==> config.mk <==
export PLATFORM = sky130hd
export DESIGN_NAME = keyed_run_sum_count_aggregator_core_flat
export DESIGN_NICKNAME = d
export VERILOG_FILES = /design/src/hdl/kra_pkg.sv /design/src/hdl/kra_if.sv /design/src/hdl/kra_cfg.sv /design/src/hdl/kra_div.sv /design/src/hdl/keyed_run_sum_count_aggregator_core.sv /design/src/flat_wrapper.sv
export SDC_FILE = /design/constraint.sdc
export NUM_CORES = 1
export LEC_CHECK = 0
export BUFFER_PORTS_ARGS = -buffer_cell sky130_fd_sc_hd__buf_2
export CAP_MARGIN = 30
export CORE_AREA = 5 5 245 247
export DETAILED_ROUTE_END_ITERATION = 8
export DIE_AREA = 0 0 250 252
export PLACE_DENSITY = 0.84
export REMOVE_ABC_BUFFERS = 1
export SETUP_SLACK_MARGIN = 0.1
export SYNTH_ARGS = -nofsm -noshare
export SYNTH_HDL_FRONTEND = slang
export SYNTH_HIERARCHICAL = 1
export SYNTH_SLANG_ARGS = --single-unit
==> constraint.sdc <==
create_clock -name clk_i -period 5.9 [get_ports clk_i]
set_clock_uncertainty 0.15 [all_clocks]
set_input_delay 0.885 -clock clk_i [delete_from_list [all_inputs] [get_ports clk_i]]
set_output_delay 0.885 -clock clk_i [all_outputs]
set_load 0.05 [all_outputs]
==> src/hdl/kra_pkg.sv <==
// Shared types and constants for the keyed run sum/count aggregator.
// No dependencies.
package kra_pkg;

  localparam int unsigned DataW = 32;
  localparam int unsigned AddrW = 3;

  typedef enum logic [1:0] {
    AGG_SUM    = 2'd0,
    AGG_ITEMS  = 2'd1,
    AGG_COUNTS = 2'd2,
    AGG_AVG    = 2'd3
  } agg_mode_e;

  typedef enum logic {
    REG_AGG_MODE     = 1'b0,
    REG_GROUP_BY_KEY = 1'b1
  } reg_idx_e;

  localparam agg_mode_e AggModeRst    = AGG_COUNTS;
  localparam logic      GroupByKeyRst = 1'b1;

  typedef struct packed {
    agg_mode_e agg_mode;
    logic      group_by_key;
  } cfg_t;

endpackage

==> src/hdl/kra_if.sv <==
// Record and aggregate channels (valid/ready) of the aggregator.
// Depends on kra_pkg.
interface kra_in_if;
  logic                           valid;
  logic                           ready;
  logic signed [kra_pkg::DataW-1:0] in_key;
  logic signed [kra_pkg::DataW-1:0] in_value;
  logic signed [kra_pkg::DataW-1:0] in_count;
  logic                           in_last;

  modport source (output valid, in_key, in_value, in_count, in_last, input ready);
  modport sink   (input valid, in_key, in_value, in_count, in_last, output ready);
endinterface

interface kra_out_if;
  logic                           valid;
  logic                           ready;
  logic signed [kra_pkg::DataW-1:0] out_key;
  logic signed [kra_pkg::DataW-1:0] out_value;
  logic signed [kra_pkg::DataW-1:0] out_count;
  logic                           div_by_zero;
  logic                           out_last;

  modport source (output valid, out_key, out_value, out_count, div_by_zero, out_last,
                  input ready);
  modport sink   (input valid, out_key, out_value, out_count, div_by_zero, out_last,
                  output ready);
endinterface

==> src/hdl/kra_cfg.sv <==
// APB register file: aggregation mode and grouping select.
// Depends on kra_pkg.
module kra_cfg (
  input  logic                       clk_i,
  input  logic                       rst_ni,
  input  logic                       psel,
  input  logic                       penable,
  input  logic                       pwrite,
  input  logic [kra_pkg::AddrW-1:0]  paddr,
  input  logic [kra_pkg::DataW-1:0]  pwdata,
  output logic [kra_pkg::DataW-1:0]  prdata,
  output logic                       pready,
  output kra_pkg::cfg_t              cfg_o
);

  kra_pkg::cfg_t    cfg_q;
  kra_pkg::reg_idx_e idx;
  logic             wr_en;

  assign pready = 1'b1;
  assign idx    = kra_pkg::reg_idx_e'(paddr[2]);
  assign wr_en  = psel && penable && pwrite && pready;
  assign cfg_o  = cfg_q;

  always_ff @(posedge clk_i or negedge rst_ni) begin
    if (!rst_ni) begin
      cfg_q.agg_mode     <= kra_pkg::AggModeRst;
      cfg_q.group_by_key <= kra_pkg::GroupByKeyRst;
    end else if (wr_en) begin
      unique case (idx)
        kra_pkg::REG_AGG_MODE:     cfg_q.agg_mode     <= kra_pkg::agg_mode_e'(pwdata[1:0]);
        kra_pkg::REG_GROUP_BY_KEY: cfg_q.group_by_key <= pwdata[0];
        default: ;
      endcase
    end
  end

  always_comb begin
    prdata = '0;
    unique case (idx)
      kra_pkg::REG_AGG_MODE:     prdata[1:0] = cfg_q.agg_mode;
      kra_pkg::REG_GROUP_BY_KEY: prdata[0]   = cfg_q.group_by_key;
      default: ;
    endcase
  end

endmodule

==> src/hdl/kra_div.sv <==
// Iterative signed 32/32 divider, one quotient bit per cycle, truncating.
// Depends on kra_pkg.
module kra_div (
  input  logic                            clk_i,
  input  logic                            rst_ni,
  input  logic                            start_i,
  input  logic signed [kra_pkg::DataW-1:0] dividend_i,
  input  logic signed [kra_pkg::DataW-1:0] divisor_i,
  output logic                            done_o,
  output logic signed [kra_pkg::DataW-1:0] quotient_o
);

  localparam int unsigned W  = kra_pkg::DataW;
  localparam int unsigned SW = $clog2(W);

  logic          busy_q, done_q, neg_q;
  logic [SW-1:0] step_q;
  logic [W-1:0]  rem_q, quo_q, dvs_q;
  logic [W-1:0]  dvd_mag, dvs_mag, quo_neg;
  logic [W+1:0]  trial;

  assign dvd_mag = dividend_i[W-1] ? W'(-dividend_i) : W'(dividend_i);
  assign dvs_mag = divisor_i[W-1]  ? W'(-divisor_i)  : W'(divisor_i);
  assign trial   = {1'b0, rem_q, quo_q[W-1]} - {2'b00, dvs_q};
  assign quo_neg = W'(-quo_q);

  always_ff @(posedge clk_i or negedge rst_ni) begin
    if (!rst_ni) begin
      busy_q <= 1'b0;
      done_q <= 1'b0;
      neg_q  <= 1'b0;
      step_q <= '0;
      rem_q  <= '0;
      quo_q  <= '0;
      dvs_q  <= '0;
    end else begin
      done_q <= 1'b0;
      if (start_i) begin
        busy_q <= 1'b1;
        neg_q  <= dividend_i[W-1] ^ divisor_i[W-1];
        step_q <= '0;
        rem_q  <= '0;
        quo_q  <= dvd_mag;
        dvs_q  <= dvs_mag;
      end else if (busy_q) begin
        if (!trial[W+1]) begin
          rem_q <= trial[W-1:0];
          quo_q <= {quo_q[W-2:0], 1'b1};
        end else begin
          rem_q <= {rem_q[W-2:0], quo_q[W-1]};
          quo_q <= {quo_q[W-2:0], 1'b0};
        end
        step_q <= step_q + 1'b1;
        if (step_q == SW'(W - 1)) begin
          busy_q <= 1'b0;
          done_q <= 1'b1;
        end
      end
    end
  end

  assign done_o = done_q;

  always_comb begin
    if (neg_q) begin
      quotient_o = quo_neg;
    end else if (quo_q[W-1]) begin
      quotient_o = {1'b0, {(W-1){1'b1}}};
    end else begin
      quotient_o = quo_q;
    end
  end

endmodule

==> src/hdl/keyed_run_sum_count_aggregator_core.sv <==
// Keyed run aggregator top: record intake, group state, emit sequencer.
// Depends on kra_pkg, kra_if, kra_cfg, kra_div.
// A record that closes no group leaves the sequencer idle; one that closes a group passes
// through S_CALC and S_OUT, and in average mode with a nonzero count through S_DIV, where
// the bit-serial divider runs. A second aggregate from the same record goes through these
// states again; output stalls hold S_OUT. Reset clears all state; registers reset to mode 2 by key.
module keyed_run_sum_count_aggregator_core (
  input  logic                      clk_i,
  input  logic                      rst_ni,
  kra_in_if.sink                    in_i,
  kra_out_if.source                 out_o,
  input  logic                      psel,
  input  logic                      penable,
  input  logic                      pwrite,
  input  logic [kra_pkg::AddrW-1:0] paddr,
  input  logic [kra_pkg::DataW-1:0] pwdata,
  output logic [kra_pkg::DataW-1:0] prdata,
  output logic                      pready
);

  localparam int unsigned W = kra_pkg::DataW;

  typedef enum logic [1:0] {
    S_IDLE,
    S_CALC,
    S_DIV,
    S_OUT
  } state_e;

  typedef struct packed {
    logic [W-1:0] key;
    logic [W-1:0] sum;
    logic [W-1:0] cnt;
    logic         last;
  } slot_t;

  kra_pkg::cfg_t cfg;

  state_e       state_q, state_d;
  logic [W-1:0] key_q, key_d, sum_q, sum_d, cnt_q, cnt_d;
  logic         open_q, open_d;
  slot_t        slot_a_q, slot_a_d, slot_b_q, slot_b_d;
  logic         pend_b_q, pend_b_d;
  logic [W-1:0] res_val_q, res_val_d;
  logic         res_dz_q, res_dz_d;
  logic         ov_q, ov_d;
  logic [W-1:0] ok_q, ok_d, oval_q, oval_d, ocnt_q, ocnt_d;
  logic         odz_q, odz_d, olast_q, olast_d;

  logic         in_acc, key_chg, fresh, div_start, div_done, load_out;
  logic [W-1:0] base_key, base_sum, base_cnt, new_sum, new_cnt, div_q;
  slot_t        new_slot;

  kra_cfg u_cfg (
    .clk_i   (clk_i),
    .rst_ni  (rst_ni),
    .psel    (psel),
    .penable (penable),
    .pwrite  (pwrite),
    .paddr   (paddr),
    .pwdata  (pwdata),
    .prdata  (prdata),
    .pready  (pready),
    .cfg_o   (cfg)
  );

  kra_div u_div (
    .clk_i      (clk_i),
    .rst_ni     (rst_ni),
    .start_i    (div_start),
    .dividend_i (slot_a_q.sum),
    .divisor_i  (slot_a_q.cnt),
    .done_o     (div_done),
    .quotient_o (div_q)
  );

  assign in_i.ready = (state_q == S_IDLE);
  assign in_acc     = in_i.valid && in_i.ready;

  assign key_chg  = open_q && cfg.group_by_key && (in_i.in_key != key_q);
  assign fresh    = !open_q || key_chg;
  assign base_key = fresh ? in_i.in_key : key_q;
  assign base_sum = fresh ? '0 : sum_q;
  assign base_cnt = fresh ? '0 : cnt_q;
  assign new_sum  = base_sum + in_i.in_value;
  assign new_cnt  = base_cnt + ((cfg.agg_mode == kra_pkg::AGG_ITEMS) ? W'(1) : in_i.in_count);
  assign new_slot = '{key: base_key, sum: new_sum, cnt: new_cnt, last: 1'b1};

  assign div_start = (state_q == S_CALC) && (cfg.agg_mode == kra_pkg::AGG_AVG) &&
                     (slot_a_q.cnt != '0);
  assign load_out  = (state_q == S_OUT) && (!ov_q || out_o.ready);

  always_comb begin
    state_d   = state_q;
    key_d     = key_q;
    sum_d     = sum_q;
    cnt_d     = cnt_q;
    open_d    = open_q;
    slot_a_d  = slot_a_q;
    slot_b_d  = slot_b_q;
    pend_b_d  = pend_b_q;
    res_val_d = res_val_q;
    res_dz_d  = res_dz_q;
    ov_d      = ov_q && !out_o.ready;
    ok_d      = ok_q;
    oval_d    = oval_q;
    ocnt_d    = ocnt_q;
    odz_d     = odz_q;
    olast_d   = olast_q;

    unique case (state_q)
      S_IDLE: begin
        if (in_acc) begin
          if (in_i.in_last) begin
            key_d  = '0;
            sum_d  = '0;
            cnt_d  = '0;
            open_d = 1'b0;
          end else begin
            key_d  = base_key;
            sum_d  = new_sum;
            cnt_d  = new_cnt;
            open_d = 1'b1;
          end
          slot_b_d = new_slot;
          pend_b_d = key_chg && in_i.in_last;
          if (key_chg) begin
            slot_a_d = slot_t'{key: key_q, sum: sum_q, cnt: cnt_q, last: 1'b0};
          end else begin
            slot_a_d = new_slot;
          end
          if (key_chg || in_i.in_last) begin
            state_d = S_CALC;
          end
        end
      end
      S_CALC: begin
        res_dz_d  = 1'b0;
        res_val_d = slot_a_q.sum;
        if (cfg.agg_mode == kra_pkg::AGG_AVG) begin
          if (slot_a_q.cnt == '0) begin
            res_val_d = '0;
            res_dz_d  = 1'b1;
            state_d   = S_OUT;
          end else begin
            state_d = S_DIV;
          end
        end else begin
          state_d = S_OUT;
        end
      end
      S_DIV: begin
        if (div_done) begin
          res_val_d = div_q;
          state_d   = S_OUT;
        end
      end
      S_OUT: begin
        if (load_out) begin
          ov_d    = 1'b1;
          ok_d    = slot_a_q.key;
          oval_d  = res_val_q;
          ocnt_d  = (cfg.agg_mode == kra_pkg::AGG_SUM) ? '0 : slot_a_q.cnt;
          odz_d   = res_dz_q;
          olast_d = slot_a_q.last;
          if (pend_b_q) begin
            slot_a_d = slot_b_q;
            pend_b_d = 1'b0;
            state_d  = S_CALC;
          end else begin
            state_d = S_IDLE;
          end
        end
      end
      default: state_d = S_IDLE;
    endcase
  end

  always_ff @(posedge clk_i or negedge rst_ni) begin
    if (!rst_ni) begin
      state_q   <= S_IDLE;
      key_q     <= '0;
      sum_q     <= '0;
      cnt_q     <= '0;
      open_q    <= 1'b0;
      slot_a_q  <= '0;
      slot_b_q  <= '0;
      pend_b_q  <= 1'b0;
      res_val_q <= '0;
      res_dz_q  <= 1'b0;
      ov_q      <= 1'b0;
      ok_q      <= '0;
      oval_q    <= '0;
      ocnt_q    <= '0;
      odz_q     <= 1'b0;
      olast_q   <= 1'b0;
    end else begin
      state_q   <= state_d;
      key_q     <= key_d;
      sum_q     <= sum_d;
      cnt_q     <= cnt_d;
      open_q    <= open_d;
      slot_a_q  <= slot_a_d;
      slot_b_q  <= slot_b_d;
      pend_b_q  <= pend_b_d;
      res_val_q <= res_val_d;
      res_dz_q  <= res_dz_d;
      ov_q      <= ov_d;
      ok_q      <= ok_d;
      oval_q    <= oval_d;
      ocnt_q    <= ocnt_d;
      odz_q     <= odz_d;
      olast_q   <= olast_d;
    end
  end

  assign out_o.valid       = ov_q;
  assign out_o.out_key     = ok_q;
  assign out_o.out_value   = oval_q;
  assign out_o.out_count   = ocnt_q;
  assign out_o.div_by_zero = odz_q;
  assign out_o.out_last    = olast_q;

  a_div_only_avg : assert property (@(posedge clk_i) disable iff (!rst_ni)
    div_start |-> (cfg.agg_mode == kra_pkg::AGG_AVG) && (slot_a_q.cnt != '0))
    else $error("divider started outside average mode or with zero count");

  a_busy_after_close : assert property (@(posedge clk_i) disable iff (!rst_ni)
    in_acc && (key_chg || in_i.in_last) |=> !in_i.ready)
    else $error("record intake not stalled while a group is emitted");

  a_pend_not_idle : assert property (@(posedge clk_i) disable iff (!rst_ni)
    pend_b_q |-> (state_q != S_IDLE))
    else $error("second aggregate pending while sequencer idle");

  a_div_done_in_div : assert property (@(posedge clk_i) disable iff (!rst_ni)
    div_done |-> (state_q == S_DIV))
    else $error("divider finished outside the wait state");

endmodule

==> src/flat_wrapper.sv <==
// flat-port wrapper written by rule: the top's interface ports become plain ports
module keyed_run_sum_count_aggregator_core_flat 
  (clk_i, rst_ni, psel, penable, pwrite, paddr, pwdata, prdata, pready, in_i_valid, in_i_in_key, in_i_in_value, in_i_in_count, in_i_in_last, in_i_ready, out_o_valid, out_o_out_key, out_o_out_value, out_o_out_count, out_o_div_by_zero, out_o_out_last, out_o_ready);
  kra_in_if in_i_i ();
  kra_out_if out_o_i ();
  input  logic clk_i;
  input  logic rst_ni;
  input  logic psel;
  input  logic penable;
  input  logic pwrite;
  input  logic [kra_pkg::AddrW-1:0] paddr;
  input  logic [kra_pkg::DataW-1:0] pwdata;
  output logic [kra_pkg::DataW-1:0] prdata;
  output logic pready;
  input wire logic [$bits(in_i_i.valid)-1:0] in_i_valid;
  input wire logic [$bits(in_i_i.in_key)-1:0] in_i_in_key;
  input wire logic [$bits(in_i_i.in_value)-1:0] in_i_in_value;
  input wire logic [$bits(in_i_i.in_count)-1:0] in_i_in_count;
  input wire logic [$bits(in_i_i.in_last)-1:0] in_i_in_last;
  output wire logic [$bits(in_i_i.ready)-1:0] in_i_ready;
  output wire logic [$bits(out_o_i.valid)-1:0] out_o_valid;
  output wire logic [$bits(out_o_i.out_key)-1:0] out_o_out_key;
  output wire logic [$bits(out_o_i.out_value)-1:0] out_o_out_value;
  output wire logic [$bits(out_o_i.out_count)-1:0] out_o_out_count;
  output wire logic [$bits(out_o_i.div_by_zero)-1:0] out_o_div_by_zero;
  output wire logic [$bits(out_o_i.out_last)-1:0] out_o_out_last;
  input wire logic [$bits(out_o_i.ready)-1:0] out_o_ready;
  assign in_i_i.valid = in_i_valid;
  assign in_i_i.in_key = in_i_in_key;
  assign in_i_i.in_value = in_i_in_value;
  assign in_i_i.in_count = in_i_in_count;
  assign in_i_i.in_last = in_i_in_last;
  assign in_i_ready = in_i_i.ready;
  assign out_o_valid = out_o_i.valid;
  assign out_o_out_key = out_o_i.out_key;
  assign out_o_out_value = out_o_i.out_value;
  assign out_o_out_count = out_o_i.out_count;
  assign out_o_div_by_zero = out_o_i.div_by_zero;
  assign out_o_out_last = out_o_i.out_last;
  assign out_o_i.ready = out_o_ready;
  keyed_run_sum_count_aggregator_core u_core (.clk_i(clk_i), .rst_ni(rst_ni), .in_i(in_i_i), .out_o(out_o_i), .psel(psel), .penable(penable), .pwrite(pwrite), .paddr(paddr), .pwdata(pwdata), .prdata(prdata), .pready(pready));
endmodule
==> flow_metrics.py <==
metrics = {
    "run_status": {
        "status": "finished, final reports clean",
    },
    "clocking": {
        "clk_latency_ns": 0.63,
        "cts_made_buffers": 57,
        "clk_path_buf_depth": 3,
        "post_cts_buffers": 0,
        "cts_sinks": 533,
        "cts_root_buf": "clkbuf_16",
        "post_cts_resized": 0,
        "cts_tree": "yes",
        "path_clk_slew_ns": 0.06,
        "htreeDepth": 2,
        "cts_hold_buf": 0,
    },
    "grt": {
        "grt_pass1_wl_mm": 132.4,
        "track_usage_pct": 24.97,
        "grt_max_degree": 154,
        "overflow": 0,
        "antenna_found_initial": 19,
        "first_global_vias": 25674,
    },
    "cells_and_area": {
        "final_cells": 4426,
        "seqCellArea_mm2": 0.01335,
        "stdcell_area_mm2": 0.03498,
        "drive_above_1_share_pct": 13.31,
        "final_common_cell": "nand2_1",
        "multi_input_area_mm2": 0.01688,
        "layout.nets": 3848,
        "utilization_pct": 60.97,
        "nFillCells": 4687,
        "area_delta_synth_final_pct": 11.52,
        "final_cell_mix": "nand2_1, dfrtp_1, o21ai_0",
    },
    "drt": {
        "post-route-drc-count": 0,
        "dr_total_vias": 26471,
        "wire_per_inst_um": 18.42,
        "firstDrtPassIters": 5,
        "drt-vias-per-instance": 5.981,
        "drtIter0Drc": 2385,
        "ant_nets": 0,
        "wl_mm": 81.51,
    },
    "synth": {
        "ys.flop_type": "dfrtp_1",
        "synth-seq-cells": 533,
        "synth_cells": 3518,
        "synth_area_per_cell_um2": 8.915,
        "ys_seq_area_share_pct": 42.54,
        "ys_types": 84,
        "synth.cell_area_mm2": 0.03136,
        "yosys_warnings": 6,
        "synth_enable_flop_cells": 0,
        "synthArstFlopShare_pct": 100.0,
    },
    "critical_path": {
        "crit_arrival_ns": 5.41,
        "slowest_stage": "nor4_1",
        "max_stage_delay_ns": 0.55,
        "endpoint_kind": "flip-flop",
        "worst-setup-path-type": "flip-flop to flip-flop",
        "cp-start-kind": "flip-flop",
        "crit_chain": "xnor2_1, nand4_1, nor4_1, nand2_1, a21boi_4, buf_12, and2_1, ha_1, fa_1, a211oi_1, o211ai_1, nand3_1, a41oi_2, nand3_2, a31oi_2, o21ai_0, o211a_1, o31ai_2",
        "cpLargestDelayFamily": "compound AO/OA/AOI/OAI gates",
        "critPathBufInv": 1,
        "crit_required_ns": 6.27,
        "crit_path_max_fanout": 34,
    },
    "timing": {
        "slew_headroom_pct": 31.73,
        "tns_ns": 0,
        "period_share_pct": 85.37,
        "hold_viol": 0,
        "timing_worst_slew_pin_value_ns": 1.024,
        "setup_viol": 0,
        "slew_violations": 0,
        "fin_crit_ns": 5.037,
        "rsz0062_at_grt": "no",
        "whs_ns": 0.06764,
        "setup_slack_ns": 0.8630,
        "clock.fmax_ghz": 0.1985,
    },
    "power": {
        "p_leak_nw": 16.43,
        "finalPower_mw": 21.32,
        "peakVddDrop_mv": 0.5182,
        "powerDensity_mw_per_mm2": 609.6,
    },
    "min_path": {
        "hp-class": "primary input to asynchronous set/reset pin",
    },
    "die": {
        "die_area_mm2": 0.06300,
        "die_width_um": 250,
        "core_mm2": 0.05737,
        "num_io_pins": 272,
        "rows": 88,
        "start_util_pct": 54.67,
        "die-height_um": 252,
    },
    "placed_design": {
        "dp.cells": 4308,
        "placedInstanceArea_mm2": 0.03298,
        "finalWeightedCongestion": 0.9330,
        "place_ws_ns": 0.3680,
        "hpwl_mm": 55.16,
        "portBuffers": 208,
    },
    "job": {
        "cap_violations": 0,
    },
}
==> sequential cells by signal, summed over array words and instances, names as in the netlist, 2 cells and up <==
signal                  flops
u_core/key_q               32
u_core/sum_q               32
u_core/u_cfg/cfg_o          3
u_core/u_div/dvs_q         32
u_core/state_q              2
u_core/u_div/rem_q         32
u_core/cnt_q               32
u_core/slot_a_q            97
u_core/out_o.out_value     32
u_core/out_o.out_key       32
u_core/res_val_q           32
u_core/u_div/step_q         5
u_core/slot_b_q            97
u_core/u_div/quo_q         32
u_core/out_o.out_count     32
==> synthesized netlist by cell type, types with 9 or more instances <==
cell type,number,area [um2]
mux2_2,76,855.8
nor3_1,24,120.1
xor2_1,50,437.9
clkbuf_1,182,683.2
a21oi_1,235,1176
nand2b_1,20,125.1
nor3b_1,34,255.2
o21a_1,17,127.6
a211oi_1,30,225.2
nand4_1,30,187.7
o31ai_1,39,292.8
a21o_1,38,285.3
or4_1,16,120.1
o21ai_1,12,60.06
buf_2,15,75.07
buf_1,24,90.09
buf_4,32,240.2
xnor2_1,120,1051
inv_1,72,270.3
and2_1,102,638.1
nand2_1,598,2245
dfrtp_1,531,13290
nor2_1,222,833.3
mux2i_1,133,1331
and3_1,21,131.4
o21ai_0,360,1802
a31oi_1,24,150.1
ha_1,103,1289
o211ai_1,18,135.1
nor4_1,23,143.9
nand3_1,38,190.2
a22o_1,72,630.6
or2_2,9,56.30
a311oi_1,34,297.8
o21bai_1,11,82.58
or3_1,33,206.5
==> logic make-up (layout without fill, tap and decap cells) <==
group | after synthesis | count (layout) | synth area share, %
muxes | 212 | 212 | 7.105
DFF | 533 | 533 | 42.54
and+or+nand+nor | 1199 | 1199 | 17.58
other | 2 | 41 | 0.02395
AOI/OAI and AO/OA | 971 | 971 | 19.37
xor gates and xnor gates | 170 | 170 | 4.747
adders and majority gates | 106 | 106 | 4.301
buffers and inverters | 325 | 429 | 4.333
==> final timing paths <==
kind	slack (ns)	cells after the start	startpoint	to
max reg2reg	0.86	18	u_core/key_q[23]	u_core/cnt_q[28]
min reg2reg	0.32	2	u_core/slot_b_q[12]	u_core/slot_b_q[12]
max in group asynchronous	4.27	2	rst_ni	u_core/open_q
min	0.07	1	rst_ni	u_core/slot_a_q[85]
min in group clk_i	0.32	2	u_core/slot_b_q[12]	u_core/slot_b_q[12]
max	0.86	18	u_core/key_q[23]	u_core/cnt_q[28]
==> metal layers <==
layer  track usage [%]  share of wire, %  up-vias
met5                 0              0.13        -
met1             33.24                42    12747
met4             8.436               3.4       16
li1                  -                 -    12550
met3             5.968               8.0      188
met2             40.60                46      970
==> area by class of cell <==
cell class	count	area share, %
diodes	10	0.07155
clock buffers	82	4.776
clock inverters	25	0.7870
multi-input cells	2689	48.26
inverters	72	0.7727
well taps	765	2.737
flip-flops and latches	533	38.16
repair buffers	250	4.443
==> power breakdown <==
group	switching [mW]	internal (mW)
registers	1.44	5.30
clock network	1.51	2.15
logic	6.83	4.09
total	9.78	11.5
Power figures use the tool's default switching activity.
